===== src/rtl/bnrem_pkg.sv =====
// Package for the multi-precision remainder-by-word block.
// Holds default widths, the sequencer state type and the datapath control struct.
// No dependencies.
package bnrem_pkg;

    localparam int DIGIT_BITS_DEF   = 24;
    localparam int DIVISOR_BITS_DEF = 48;

    typedef enum logic [2:0] {
        ST_IDLE = 3'b001,
        ST_RUN  = 3'b010,
        ST_DONE = 3'b100
    } state_t;

    // Commands from the sequencer to the serial reducer.
    typedef struct packed {
        logic load;   // capture digit and divisor
        logic step;   // shift in one digit bit and reduce
        logic clear;  // zero the running remainder
    } core_ctrl_t;

endpackage


===== src/rtl/bnrem_core.sv =====
// Bit-serial reducer: shifts one digit bit per step into the running remainder
// and subtracts the divisor once when needed. Depends on bnrem_pkg.
module bnrem_core #(
    parameter int DIGIT_BITS   = bnrem_pkg::DIGIT_BITS_DEF,
    parameter int DIVISOR_BITS = bnrem_pkg::DIVISOR_BITS_DEF
) (
    input  logic                      aclk,
    input  logic                      aresetn,
    input  bnrem_pkg::core_ctrl_t     ctrl,
    input  logic [DIGIT_BITS-1:0]     digit,
    input  logic [DIVISOR_BITS-1:0]   divisor,
    output logic [DIVISOR_BITS-1:0]   remainder
);

    logic [DIVISOR_BITS-1:0] rem_reg, rem_next;
    logic [DIGIT_BITS-1:0]   dig_reg;
    logic [DIVISOR_BITS-1:0] div_reg;
    logic [DIVISOR_BITS-1:0] shifted;
    logic [DIVISOR_BITS-1:0] diff;
    logic                    carry;

    // The bit shifted out of the top counts as 2^DIVISOR_BITS, which always
    // exceeds the divisor, so a subtraction is then forced.
    always_comb begin
        carry    = rem_reg[DIVISOR_BITS-1];
        shifted  = {rem_reg[DIVISOR_BITS-2:0], dig_reg[DIGIT_BITS-1]};
        diff     = shifted - div_reg;
        rem_next = (carry || (shifted >= div_reg)) ? diff : shifted;
    end

    always_ff @(posedge aclk) begin
        if (!aresetn) begin
            rem_reg <= '0;
        end else if (ctrl.clear) begin
            rem_reg <= '0;
        end else if (ctrl.step) begin
            rem_reg <= rem_next;
        end
    end

    always_ff @(posedge aclk) begin
        if (ctrl.load) begin
            dig_reg <= digit;
            div_reg <= divisor;
        end else if (ctrl.step) begin
            dig_reg <= {dig_reg[DIGIT_BITS-2:0], 1'b0};
        end
    end

    assign remainder = rem_reg;

endmodule


===== src/rtl/bignum_remainder_by_word_top.sv =====
// After a digit is accepted, the sequencer steps the serial reducer once per
// digit bit in ST_RUN and then passes through ST_DONE; a digit with a zero
// divisor skips ST_RUN and goes straight to ST_DONE. A new digit is accepted
// only once the sequencer is back in ST_IDLE; a final digit also waits in
// ST_DONE for the output register to be free. Synchronous active-low reset
// clears the running remainder, error flag, sequencer and output valid.
module bignum_remainder_by_word_top #(
    parameter int DIGIT_BITS   = bnrem_pkg::DIGIT_BITS_DEF,
    parameter int DIVISOR_BITS = bnrem_pkg::DIVISOR_BITS_DEF
) (
    input  logic                     aclk,
    input  logic                     aresetn,
    input  logic                     s_valid,
    output logic                     s_ready,
    input  logic [DIGIT_BITS-1:0]    s_digit,
    input  logic [DIVISOR_BITS-1:0]  s_divisor,
    input  logic                     s_last,
    output logic                     m_valid,
    input  logic                     m_ready,
    output logic [DIVISOR_BITS-1:0]  m_remainder,
    output logic                     m_zero_divisor
);

    localparam int CNT_W = $clog2(DIGIT_BITS);

    bnrem_pkg::state_t       state_reg, state_next;
    bnrem_pkg::core_ctrl_t   ctrl;
    logic [CNT_W-1:0]        cnt_reg, cnt_next;
    logic                    last_reg, last_next;
    logic                    err_reg, err_next;
    logic                    m_valid_reg, m_valid_next;
    logic [DIVISOR_BITS-1:0] m_rem_reg;
    logic                    m_zd_reg;
    logic                    out_load;
    logic                    s_accept;
    logic [DIVISOR_BITS-1:0] core_rem;

    assign s_ready  = (state_reg == bnrem_pkg::ST_IDLE);
    assign s_accept = s_valid && s_ready;

    always_comb begin
        state_next   = state_reg;
        cnt_next     = cnt_reg;
        last_next    = last_reg;
        err_next     = err_reg;
        ctrl         = '0;
        out_load     = 1'b0;
        m_valid_next = m_valid_reg && !m_ready;
        case (state_reg)
            bnrem_pkg::ST_IDLE: begin
                if (s_accept) begin
                    last_next = s_last;
                    if (s_divisor == '0) begin
                        err_next   = 1'b1;
                        state_next = bnrem_pkg::ST_DONE;
                    end else begin
                        ctrl.load  = 1'b1;
                        cnt_next   = CNT_W'(DIGIT_BITS - 1);
                        state_next = bnrem_pkg::ST_RUN;
                    end
                end
            end
            bnrem_pkg::ST_RUN: begin
                ctrl.step = 1'b1;
                cnt_next  = cnt_reg - 1'b1;
                if (cnt_reg == '0) begin
                    state_next = bnrem_pkg::ST_DONE;
                end
            end
            bnrem_pkg::ST_DONE: begin
                if (!last_reg) begin
                    state_next = bnrem_pkg::ST_IDLE;
                end else if (!m_valid_reg || m_ready) begin
                    // Hand the word over and start the next number clean.
                    out_load     = 1'b1;
                    m_valid_next = 1'b1;
                    ctrl.clear   = 1'b1;
                    err_next     = 1'b0;
                    state_next   = bnrem_pkg::ST_IDLE;
                end
            end
            default: begin
                state_next = bnrem_pkg::ST_IDLE;
            end
        endcase
    end

    always_ff @(posedge aclk) begin
        if (!aresetn) begin
            state_reg   <= bnrem_pkg::ST_IDLE;
            cnt_reg     <= '0;
            last_reg    <= 1'b0;
            err_reg     <= 1'b0;
            m_valid_reg <= 1'b0;
        end else begin
            state_reg   <= state_next;
            cnt_reg     <= cnt_next;
            last_reg    <= last_next;
            err_reg     <= err_next;
            m_valid_reg <= m_valid_next;
        end
    end

    always_ff @(posedge aclk) begin
        if (out_load) begin
            m_rem_reg <= err_reg ? '0 : core_rem;
            m_zd_reg  <= err_reg;
        end
    end

    bnrem_core #(
        .DIGIT_BITS   (DIGIT_BITS),
        .DIVISOR_BITS (DIVISOR_BITS)
    ) u_core (
        .aclk      (aclk),
        .aresetn   (aresetn),
        .ctrl      (ctrl),
        .digit     (s_digit),
        .divisor   (s_divisor),
        .remainder (core_rem)
    );

    assign m_valid        = m_valid_reg;
    assign m_remainder    = m_rem_reg;
    assign m_zero_divisor = m_zd_reg;

endmodule


===== config.mk =====
export PLATFORM = sky130hd
export DESIGN_NAME = bignum_remainder_by_word_top
export DESIGN_NICKNAME = d
export VERILOG_FILES = /design/src/rtl/bnrem_pkg.sv /design/src/rtl/bnrem_core.sv /design/src/rtl/bignum_remainder_by_word_top.sv
export SDC_FILE = /design/constraint.sdc
export NUM_CORES = 1
export LEC_CHECK = 0
export ABC_AREA = 0
export ABC_CLOCK_PERIOD_IN_PS = 5600
export BUFFER_PORTS_ARGS = -buffer_cell sky130_fd_sc_hd__buf_2
export CAP_MARGIN = 20
export CORE_UTILIZATION = 59
export CTS_CLUSTER_DIAMETER = 200
export DETAILED_ROUTE_END_ITERATION = 12
export PLACE_DENSITY_LB_ADDON = 0.2
export SLEW_MARGIN = 20
export SYNTH_ARGS = -nofsm -noshare
export SYNTH_HDL_FRONTEND = slang
export SYNTH_HIERARCHICAL = 1
export SYNTH_SLANG_ARGS = --single-unit

===== constraint.sdc =====
create_clock -name aclk -period 5.6 [get_ports aclk]
set_clock_uncertainty 0.15 [all_clocks]
set_input_delay 0.84 -clock aclk [delete_from_list [all_inputs] [get_ports aclk]]
set_output_delay 0.84 -clock aclk [all_outputs]
set_load 0.05 [all_outputs]

Word-level counts from Yosys, hierarchy flattened. Cells that the tools add are included.

Register bits: 180. Output and inout bits: 51. Bits of input ports: 77. Word-level logic and storage cells: 67.

Muxes and demuxes: 27. Reductions and logical operators: 16. Equality and inequality tests: 10. Magnitude comparators: 1. Add/subtract/negate cells: 2. Bitwise logic cells: 1.

Operators with widths (count): greater-or-equal comparator 48 bit (1); logical NOT 48 bit (1); 2-to-1 mux 24 bit (2); 2-to-1 mux 48 bit (1); subtractor 48 bit (1); 2-to-1 mux 3 bit (5); 2-to-1 mux 1 bit (14); 2-to-1 mux 5 bit (2); one-hot mux 5 bit (2 select lines) (1); one-hot mux 3 bit (3 select lines) (1); inequality test 2 bit, second input constant (4); AND reduction 3 bit (2); nonzero test 2 bit (3); logical NOT 5 bit (1); AND reduction 5 bit (1); subtractor 5 x 1 -> 5 bit, second input constant (1); inequality test 2 x 1 -> 1 bit, second input constant (2); equality test 3 x 1 -> 1 bit, second input constant (1); equality test 3 x 2 -> 1 bit, second input constant (1); equality test 3 bit, second input constant (1); inequality test 3 bit, second input constant (1); logical AND 1 bit (2); logical NOT 1 bit (2); logical OR 1 bit (2); other kinds (4) (4).

Logic depth before layout (Yosys ltp). Gate-level depths: netlist of run 1.

Word-level depth: 6. Depth in mapped cells: 15. Gate-level depth less buffers: 13.

Cells and area by module. Netlist of run 1, hierarchy kept.

Modules (own cells, without submodules): bnrem_core (area each 7731.2 µm², cells each 851, seq. area each 3123.0 µm², times used 1); bignum_remainder_by_word_top (area each 2482.4 µm², cells each 180, seq. area each 1691.6 µm², times used 1).

Worst setup path before layout of run 1. No wires, ideal clock.

Path kind: input port to flip-flop. Start: in m_ready. End: reg u_core.rem_reg[41] (netlist: u_core/remainder[41]). Slack: 1288 ps. Cell stages on the path: 6. Path buffers: 1. Data required time: 5334 ps. Library setup time: 116 ps. Arrival: 4046 ps. Cells stage by stage: and2b_2 -> nor2_1 -> nor2b_1 -> clkbuf_1 -> and3_1 -> a41o_1.

RTL lines: start: declaration (RTL line bignum_remainder_by_word_top.sv:19) `input logic m_ready,`; end signal: assignment (RTL line bnrem_core.sv:37) `rem_reg <= rem_next;`; end: declaration (RTL line bnrem_core.sv:15) `logic [DIVISOR_BITS-1:0] rem_reg, rem_next;`.

==> results.sh, run 1 <==
export IMPL_status="completed"
export IMPL_cts_resized=0
export IMPL_dieArea_sq_um=17800
export IMPL_synth_distinct_cells=84
export IMPL_ys_warn_count=6
export IMPL_rows=47
export IMPL_worstPathRequired_ns=5.56
export IMPL_critPathLaunch="s_divisor[26]"
export IMPL_synth_edf_count=121
export IMPL_setup_violations=0
export IMPL_pwr_share_seq=0.478
export IMPL_cts_made_buffers=17
export IMPL_finalCritPeriodShare=0.718
export IMPL_clock_latency_ns=0.44
export IMPL_finalPower_w=0.00325
export IMPL_clock_sinks=180
export IMPL_slew_headroom=0.274
export IMPL_worst_pin_slew_ns=1.09
export IMPL_max_freq_mhz=249
export IMPL_layout_commonest_cell="buf_2"
export IMPL_ant_nets=0
export IMPL_die_y_um=134
export IMPL_die_w_um=134
export IMPL_pwr_share_clk=0.362
export IMPL_leakage_nw=4.67
export IMPL_rsz0062_at_grt="no"
export IMPL_clkTransAtPathRegs_ns=0.07
export IMPL_vias_per_cell=5.97
export IMPL_crit_path_start_kind="primary input"
export IMPL_end_kind="flip-flop"
export IMPL_layout_common_cells="127 x buf_2, 121 x edfxtp_1, 109 x nand2_1, 94 x a21oi_1, 61 x inv_1"
export IMPL_synth_fp_nets=1158
export IMPL_holdBufCountCts=0
export IMPL_htree_num_levels=4
export IMPL_setup_tns_ns=0
export IMPL_seqCellArea_sq_um=4810
export IMPL_diodes=0
export IMPL_ys_flop_type="edfxtp_1"
export IMPL_nets=1254
export IMPL_drive_above_1_share=0.199
export IMPL_p_int_w=0.00234
export IMPL_maxSlewViolCount=0
export IMPL_synthCells=1031
export IMPL_start_util=0.609
export IMPL_drt_wl_total_mm=24.0
export IMPL_worst_slack_ns=1.58
export IMPL_dp_hpwl_mm=16.9
export IMPL_maxCapViolations=0
export IMPL_antenna_found_initial=0
export IMPL_p_comb_frac=0.161
export IMPL_worstHoldStart="last_reg"
export IMPL_p_sw_w=0.000907
export IMPL_wl_per_cell_um=17.7
export IMPL_synth_cell_area_sq_um=10200
export IMPL_netSwitchingFraction=0.279
export IMPL_grt_pass1_wl_mm=39.1
export IMPL_multi_input_area_sq_um=4910
export IMPL_period_needed_ns=4.02
export IMPL_critPathMaxFanout=50
export IMPL_syn_avg_cell_area_sq_um=9.91
export IMPL_hold_viol_final=0
export IMPL_synth_seq_cells=180
export IMPL_vias=8117
export IMPL_crit_arrival_ns=3.98
export IMPL_grt_pass1_vias=7668
export IMPL_fp_coreArea_sq_um=16800
export IMPL_min_path_type="reg2reg"
export IMPL_ys_seq_area_frac=0.471
export IMPL_fillers=1310
export IMPL_cellPowerDensity_nw_per_um2=282
export IMPL_preCtsSetupSlack_ns=1.24
export IMPL_drtPass1Iterations=6
export IMPL_cts_tree="built"
export IMPL_place_congestion=0.892
export IMPL_area_growth_synth_to_final_pct=12.6
export IMPL_final_core_util=0.686
export IMPL_drc_errors=0
export IMPL_rr_startpoint="u_core/dig_reg[23]"
export IMPL_worst_setup_path_type="in2reg"
export IMPL_ir_drop_v=0.000303
export IMPL_track_usage=0.280
export IMPL_root_buffer="clkbuf_16"
export IMPL_io_pins=128
export IMPL_overflow=0
export IMPL_post_cts_buffers=0
export IMPL_grt_max_degree=89
export IMPL_drt_iter0_markers=623
export IMPL_async_flop_share=0
export IMPL_clk_path_buf_depth=2
export IMPL_io_buffers=127
-- cells by family (layout without fill, tap and decap cells) --
kind of cell	after synthesis	in the layout	synth area share
AND/OR/NAND/NOR	325	325	0.166
adder cells (fa/ha/maj)	50	50	0.0620
buffers and inverters	120	229	0.0496
multiplexers	28	28	0.0305
AO/OA/AOI/OAI	288	288	0.187
XOR/XNOR	40	40	0.0343
flip-flops	180	180	0.471
-- synthesized netlist by cell type (all sizes together) (2+ instances only) --
library cell,instances,share of area
a211oi,15,0.012
a21boi,6,0.0048
a21o,22,0.016
a21oi,97,0.049
a221oi,2,0.0023
a311oi,11,0.010
a31oi,19,0.012
and2,5,0.0032
and3,7,0.0043
and4,2,0.0017
buf,33,0.018
clkbuf,24,0.0088
dfxtp,59,0.12
edfxtp,121,0.36
ha,49,0.060
inv,62,0.023
mux2,25,0.028
mux2i,3,0.0029
nand2,109,0.040
nand2b,4,0.0024
nand3,11,0.0054
nand4,31,0.020
nor2,55,0.021
nor2b,55,0.034
nor3,10,0.0059
nor3b,3,0.0038
nor4,16,0.0098
nor4b,3,0.0032
o211ai,10,0.0078
o21a,9,0.0074
o21ai,59,0.029
o21bai,9,0.0066
o221a,3,0.0033
o221ai,2,0.0017
o22ai,5,0.0031
o2bb2ai,2,0.0017
o31ai,4,0.0048
or3,6,0.0037
or4,3,0.0022
xnor2,22,0.019
xor2,18,0.015
-- area by class of cell --
class                      count  share of cell area
tap                          220              0.0239
clock inverter                14              0.0122
inverter                      63              0.0206
multi-input combinational    731               0.427
sequential                   180               0.419
clock buffer                  18              0.0373
timing repair buffer         134              0.0599
-- layer usage --
layer	up-vias	GRT usage	part of all wire
li1	3957	-	-
met1	3836	0.383	0.46
met2	293	0.446	0.46
met3	31	0.0590	0.060
met4	0	0.0890	0.019
met5	-	0	0
-- power by group through the flow --
stage,registers [W],logic [W],clock network [W]
floorplan,0.00157,0.000391,0
global placement,0.00158,0.000504,0
detailed placement,0.00158,0.000511,0
CTS,0.00155,0.000514,0.00119
global route,0.00156,0.000575,0.00124
finish,0.00155,0.000521,0.00117
-- stage by stage --
stage	hold slack [ns]	cell area, sq um	instances
after floorplan	0.295	10200	1031
after global placement	0.323	10900	1328
after detailed placement	0.325	10900	1328
after CTS	0.335	11500	1360
after global routing	0.365	11500	1360
final	0.337	11500	1360
-- worst paths after layout --
path / endpoint / slack (ns) / cells after the start
worst min register to register: last_reg / 0.34 / 2
worst max register to register: u_core/remainder[38] / 2.09 / 13
worst min-delay path: last_reg / 0.34 / 2
worst max-delay path: u_core/dig_reg[1] / 1.58 / 6
-- critical path, cell delays in order --
cell      delay [ns]
buf_2           0.10
nor4_1          0.86
nand4_1         0.41
o311ai_4        0.56
inv_2           0.49
or2_2           0.69
(Power assumes the default switching activity.)
==> run 2, diff against run 1 <==
--- a/config.mk
+++ b/config.mk
@@ -5,11 +5,11 @@
 export SDC_FILE = /design/constraint.sdc
 export NUM_CORES = 1
 export LEC_CHECK = 0
-export ABC_AREA = 0
-export ABC_CLOCK_PERIOD_IN_PS = 5600
+export ABC_AREA = 1
+export ABC_CLOCK_PERIOD_IN_PS = 3500
 export BUFFER_PORTS_ARGS = -buffer_cell sky130_fd_sc_hd__buf_2
 export CAP_MARGIN = 20
-export CORE_UTILIZATION = 59
+export CORE_UTILIZATION = 54
 export CTS_CLUSTER_DIAMETER = 200
 export DETAILED_ROUTE_END_ITERATION = 12
 export PLACE_DENSITY_LB_ADDON = 0.2
==> constraint.sdc (replaced) <==
create_clock -name aclk -period 3.5 [get_ports aclk]
set_clock_uncertainty 0.15 [all_clocks]
set_input_delay 0.525 -clock aclk [delete_from_list [all_inputs] [get_ports aclk]]
set_output_delay 0.525 -clock aclk [all_outputs]
set_load 0.05 [all_outputs]
==> run 2 against run 1 <==
Sequential cell count unchanged; register-to-register slack got worse by 1.5 ns; sequential share of layout area is 6.0 points lower; hold slack got worse by 0.23 ns; combinational power up 59%; synthesized area grew 16%; sequential power increased by 63%; final area grew 17%; cell count grew 56%; clock power is 72% higher; global-route usage increased by 2.0 points; synthesized cell count rose by 66%; critical endpoint is now u_core/remainder[33]; largest cell class unchanged.
==> results.sh, run 2 <==
export IMPL_yosysTopAreaCell="edfxtp_1"
export IMPL_holdBufCountCts=0
export IMPL_synth_fp_nets=1838
export IMPL_clock_latency_ns=0.45
export IMPL_clkTransAtPathRegs_ns=0.08
export IMPL_rows=53
export IMPL_slew_headroom=0.300
export IMPL_root_buffer="clkbuf_16"
export IMPL_setup_tns_ns=0
export IMPL_die_w_um=150
export IMPL_drive_above_1_share=0.127
export IMPL_synth_seq_cells=180
export IMPL_ys_flop_type="edfxtp_1"
export IMPL_worst_setup_path_type="reg2reg"
export IMPL_grt_max_degree=61
export IMPL_place_congestion=0.967
export IMPL_synth_common_cells="599 x nand2_1, 325 x inv_1, 176 x nor2_1"
export IMPL_drc_errors=0
export IMPL_syn_avg_cell_area_sq_um=6.95
export IMPL_die_y_um=150
export IMPL_synth_area_leaders="edfxtp_1 31%, nand2_1 19%, inv_1 10%, dfxtp_1 9.9%, nor2_1 5.6%"
export IMPL_grt_pass1_wl_mm=51.6
export IMPL_grt_pass1_vias=10086
export IMPL_clk_path_buf_depth=2
export IMPL_pwr_share_seq=0.471
export IMPL_critPathSlowestCell="fa_1"
export IMPL_overflow=0
export IMPL_yosysMostFrequentCell="nand2_1"
export IMPL_htree_num_levels=4
export IMPL_fp_coreArea_sq_um=21300
export IMPL_cts_made_buffers=17
export IMPL_start_util=0.558
export IMPL_layout_commonest_cell="nand2_1"
export IMPL_worstPathRequired_ns=3.72
export IMPL_cellPowerDensity_nw_per_um2=400
export IMPL_crit_path_start_kind="flip-flop"
export IMPL_io_pins=128
export IMPL_post_cts_buffers=0
export IMPL_worst_pin_slew_ns=1.05
export IMPL_ys_warn_count=6
export IMPL_drtPass1Iterations=7
export IMPL_status="completed"
export IMPL_ant_nets=0
export IMPL_end_kind="flip-flop"
export IMPL_netSwitchingFraction=0.308
export IMPL_min_path_type="in2reg"
export IMPL_async_flop_share=0
export IMPL_nets=1959
export IMPL_dp_hpwl_mm=25.3
export IMPL_synthCells=1711
export IMPL_antenna_found_initial=0
export IMPL_finalCritPeriodShare=0.838
export IMPL_multi_input_area_sq_um=5630
export IMPL_cts_tree="built"
export IMPL_clock_sinks=180
export IMPL_drt_wl_total_mm=32.6
export IMPL_crit_arrival_ns=3.15
export IMPL_ir_drop_v=0.000266
export IMPL_crit_top_cell="nand2_2"
export IMPL_p_int_w=0.00371
export IMPL_max_freq_mhz=341
export IMPL_ys_seq_area_frac=0.405
export IMPL_io_buffers=127
export IMPL_layout_common_cells="598 x nand2_1, 324 x inv_1, 176 x nor2_1, 127 x buf_2, 121 x edfxtp_1"
export IMPL_diodes=0
export IMPL_vias_per_cell=5.04
export IMPL_wl_per_cell_um=15.4
export IMPL_fillers=1978
export IMPL_p_comb_frac=0.155
export IMPL_rsz0062_at_grt="no"
export IMPL_leakage_nw=6.88
export IMPL_drt_iter0_markers=699
export IMPL_hold_viol_final=0
export IMPL_p_sw_w=0.00165
export IMPL_period_needed_ns=2.93
export IMPL_track_usage=0.300
export IMPL_setup_violations=0
export IMPL_synth_edf_count=121
export IMPL_synth_cell_area_sq_um=11900
export IMPL_seqCellArea_sq_um=4820
export IMPL_dieArea_sq_um=22600
export IMPL_crit_chain="inv_1 -> ha_1 -> inv_1 -> fa_1 -> nand2_1 -> nand2_1 -> nand3_2 -> nand2_2 -> nand2_2 -> nand2_2 -> nand2_2 -> nand3_2 -> nand2_2 -> nand2_2 -> buf_4 -> nand2_1 -> nand3_1 -> a21oi_1"
export IMPL_pwr_share_clk=0.375
export IMPL_maxSlewViolCount=0
export IMPL_critPathMaxFanout=45
export IMPL_synth_top_area_share=0.306
export IMPL_hold_slack_ns=0.107
export IMPL_cts_resized=0
export IMPL_maxCapViolations=0
export IMPL_synth_distinct_cells=36
export IMPL_slowest_delay_ns=0.41
export IMPL_vias=10695
export IMPL_final_core_util=0.630
export IMPL_area_growth_synth_to_final_pct=12.9
## run 2: cell count changes after synthesis, sizes merged, moves of 17 or more
| cell | before | now |
|---|---|---|
| nand3b | 1 | 52 |
| nand3 | 11 | 101 |
| inv | 62 | 334 |
| nand4 | 31 | 12 |
| a31oi | 19 | 2 |
| nand2 | 109 | 613 |
| mux2 | 25 | 0 |
| nor2 | 55 | 185 |
| nor2b | 55 | 0 |
| a21o | 22 | 0 |
| o21ai | 59 | 8 |
## run 2: stage by stage
step	area (sq um)	worst slack (ns)	instances	total power, W
2_1_floorplan	11900	0.218	1711	0.00316
3_3_place_gp	12800	0.702	2088	0.00338
3_5_place_dp	12800	0.619	2088	0.00340
4_1_cts	13400	0.598	2120	0.00540
5_1_grt	13400	0.381	2120	0.00560
6_report	13400	0.568	2120	0.00536
## run 2: cells by family after synthesis
| kind of cell | after synthesis | share of synthesized area |
|---|---|---|
| AOI/OAI and AO/OA | 103 | 0.0454 |
| xor gates and xnor gates | 26 | 0.0192 |
| adders and majority gates | 50 | 0.0533 |
| buffers and inverters | 375 | 0.122 |
| DFF | 180 | 0.405 |
| and+or+nand+nor | 977 | 0.355 |
## run 2: layout make-up
type	instances	area share
clock inverters	15	0.0149
inverters	336	0.0943
multi-input cells	1156	0.419
repair buffers	141	0.0552
flip-flops and latches	180	0.359
well taps	275	0.0256
clock buffers	17	0.0317
## run 2: path summary, 6_finish.rpt
kind / to / start / cells past startpoint / slack [ns]
hold / removal: u_core/div_reg[11] / s_divisor[11] / 1 / 0.11
setup reg to reg: u_core/remainder[33] / u_core/dig_reg[23] / 18 / 0.57
hold reg to reg: cnt_reg[1] / cnt_reg[1] / 2 / 0.32
setup / recovery: u_core/remainder[33] / u_core/dig_reg[23] / 18 / 0.57
## run 2: worst max-delay path: cells and delay by family (launching register included)
kind                     cells  cell delay [ns]
adder cells (fa/ha/maj)      2             0.56
AO/OA/AOI/OAI                1             0.17
AND/OR/NAND/NOR             12             1.10
flip-flops                   1             0.37
buffers and inverters        3             0.44
## run 2: power groups by stage
stage / clock [W] / sequential, W / combinational [W]
global route: 0.00212 / 0.00254 / 0.000938
detailed placement: 0 / 0.00257 / 0.000827
finish: 0.00201 / 0.00253 / 0.000830
global placement: 0 / 0.00257 / 0.000816
floorplan: 0 / 0.00257 / 0.000589
CTS: 0.00204 / 0.00253 / 0.000831
## run 2: routing by layer
layer / routed length, um / share of wire / vias to the layer above / global-route usage
met2: 15700 / 0.48 / 279 / 0.518
li1: - / - / 5517 / -
met4: 637 / 0.020 / 0 / 0.0924
met1: 14500 / 0.45 / 4862 / 0.388
met3: 1720 / 0.053 / 37 / 0.0412
met5: 0 / 0 / - / 0
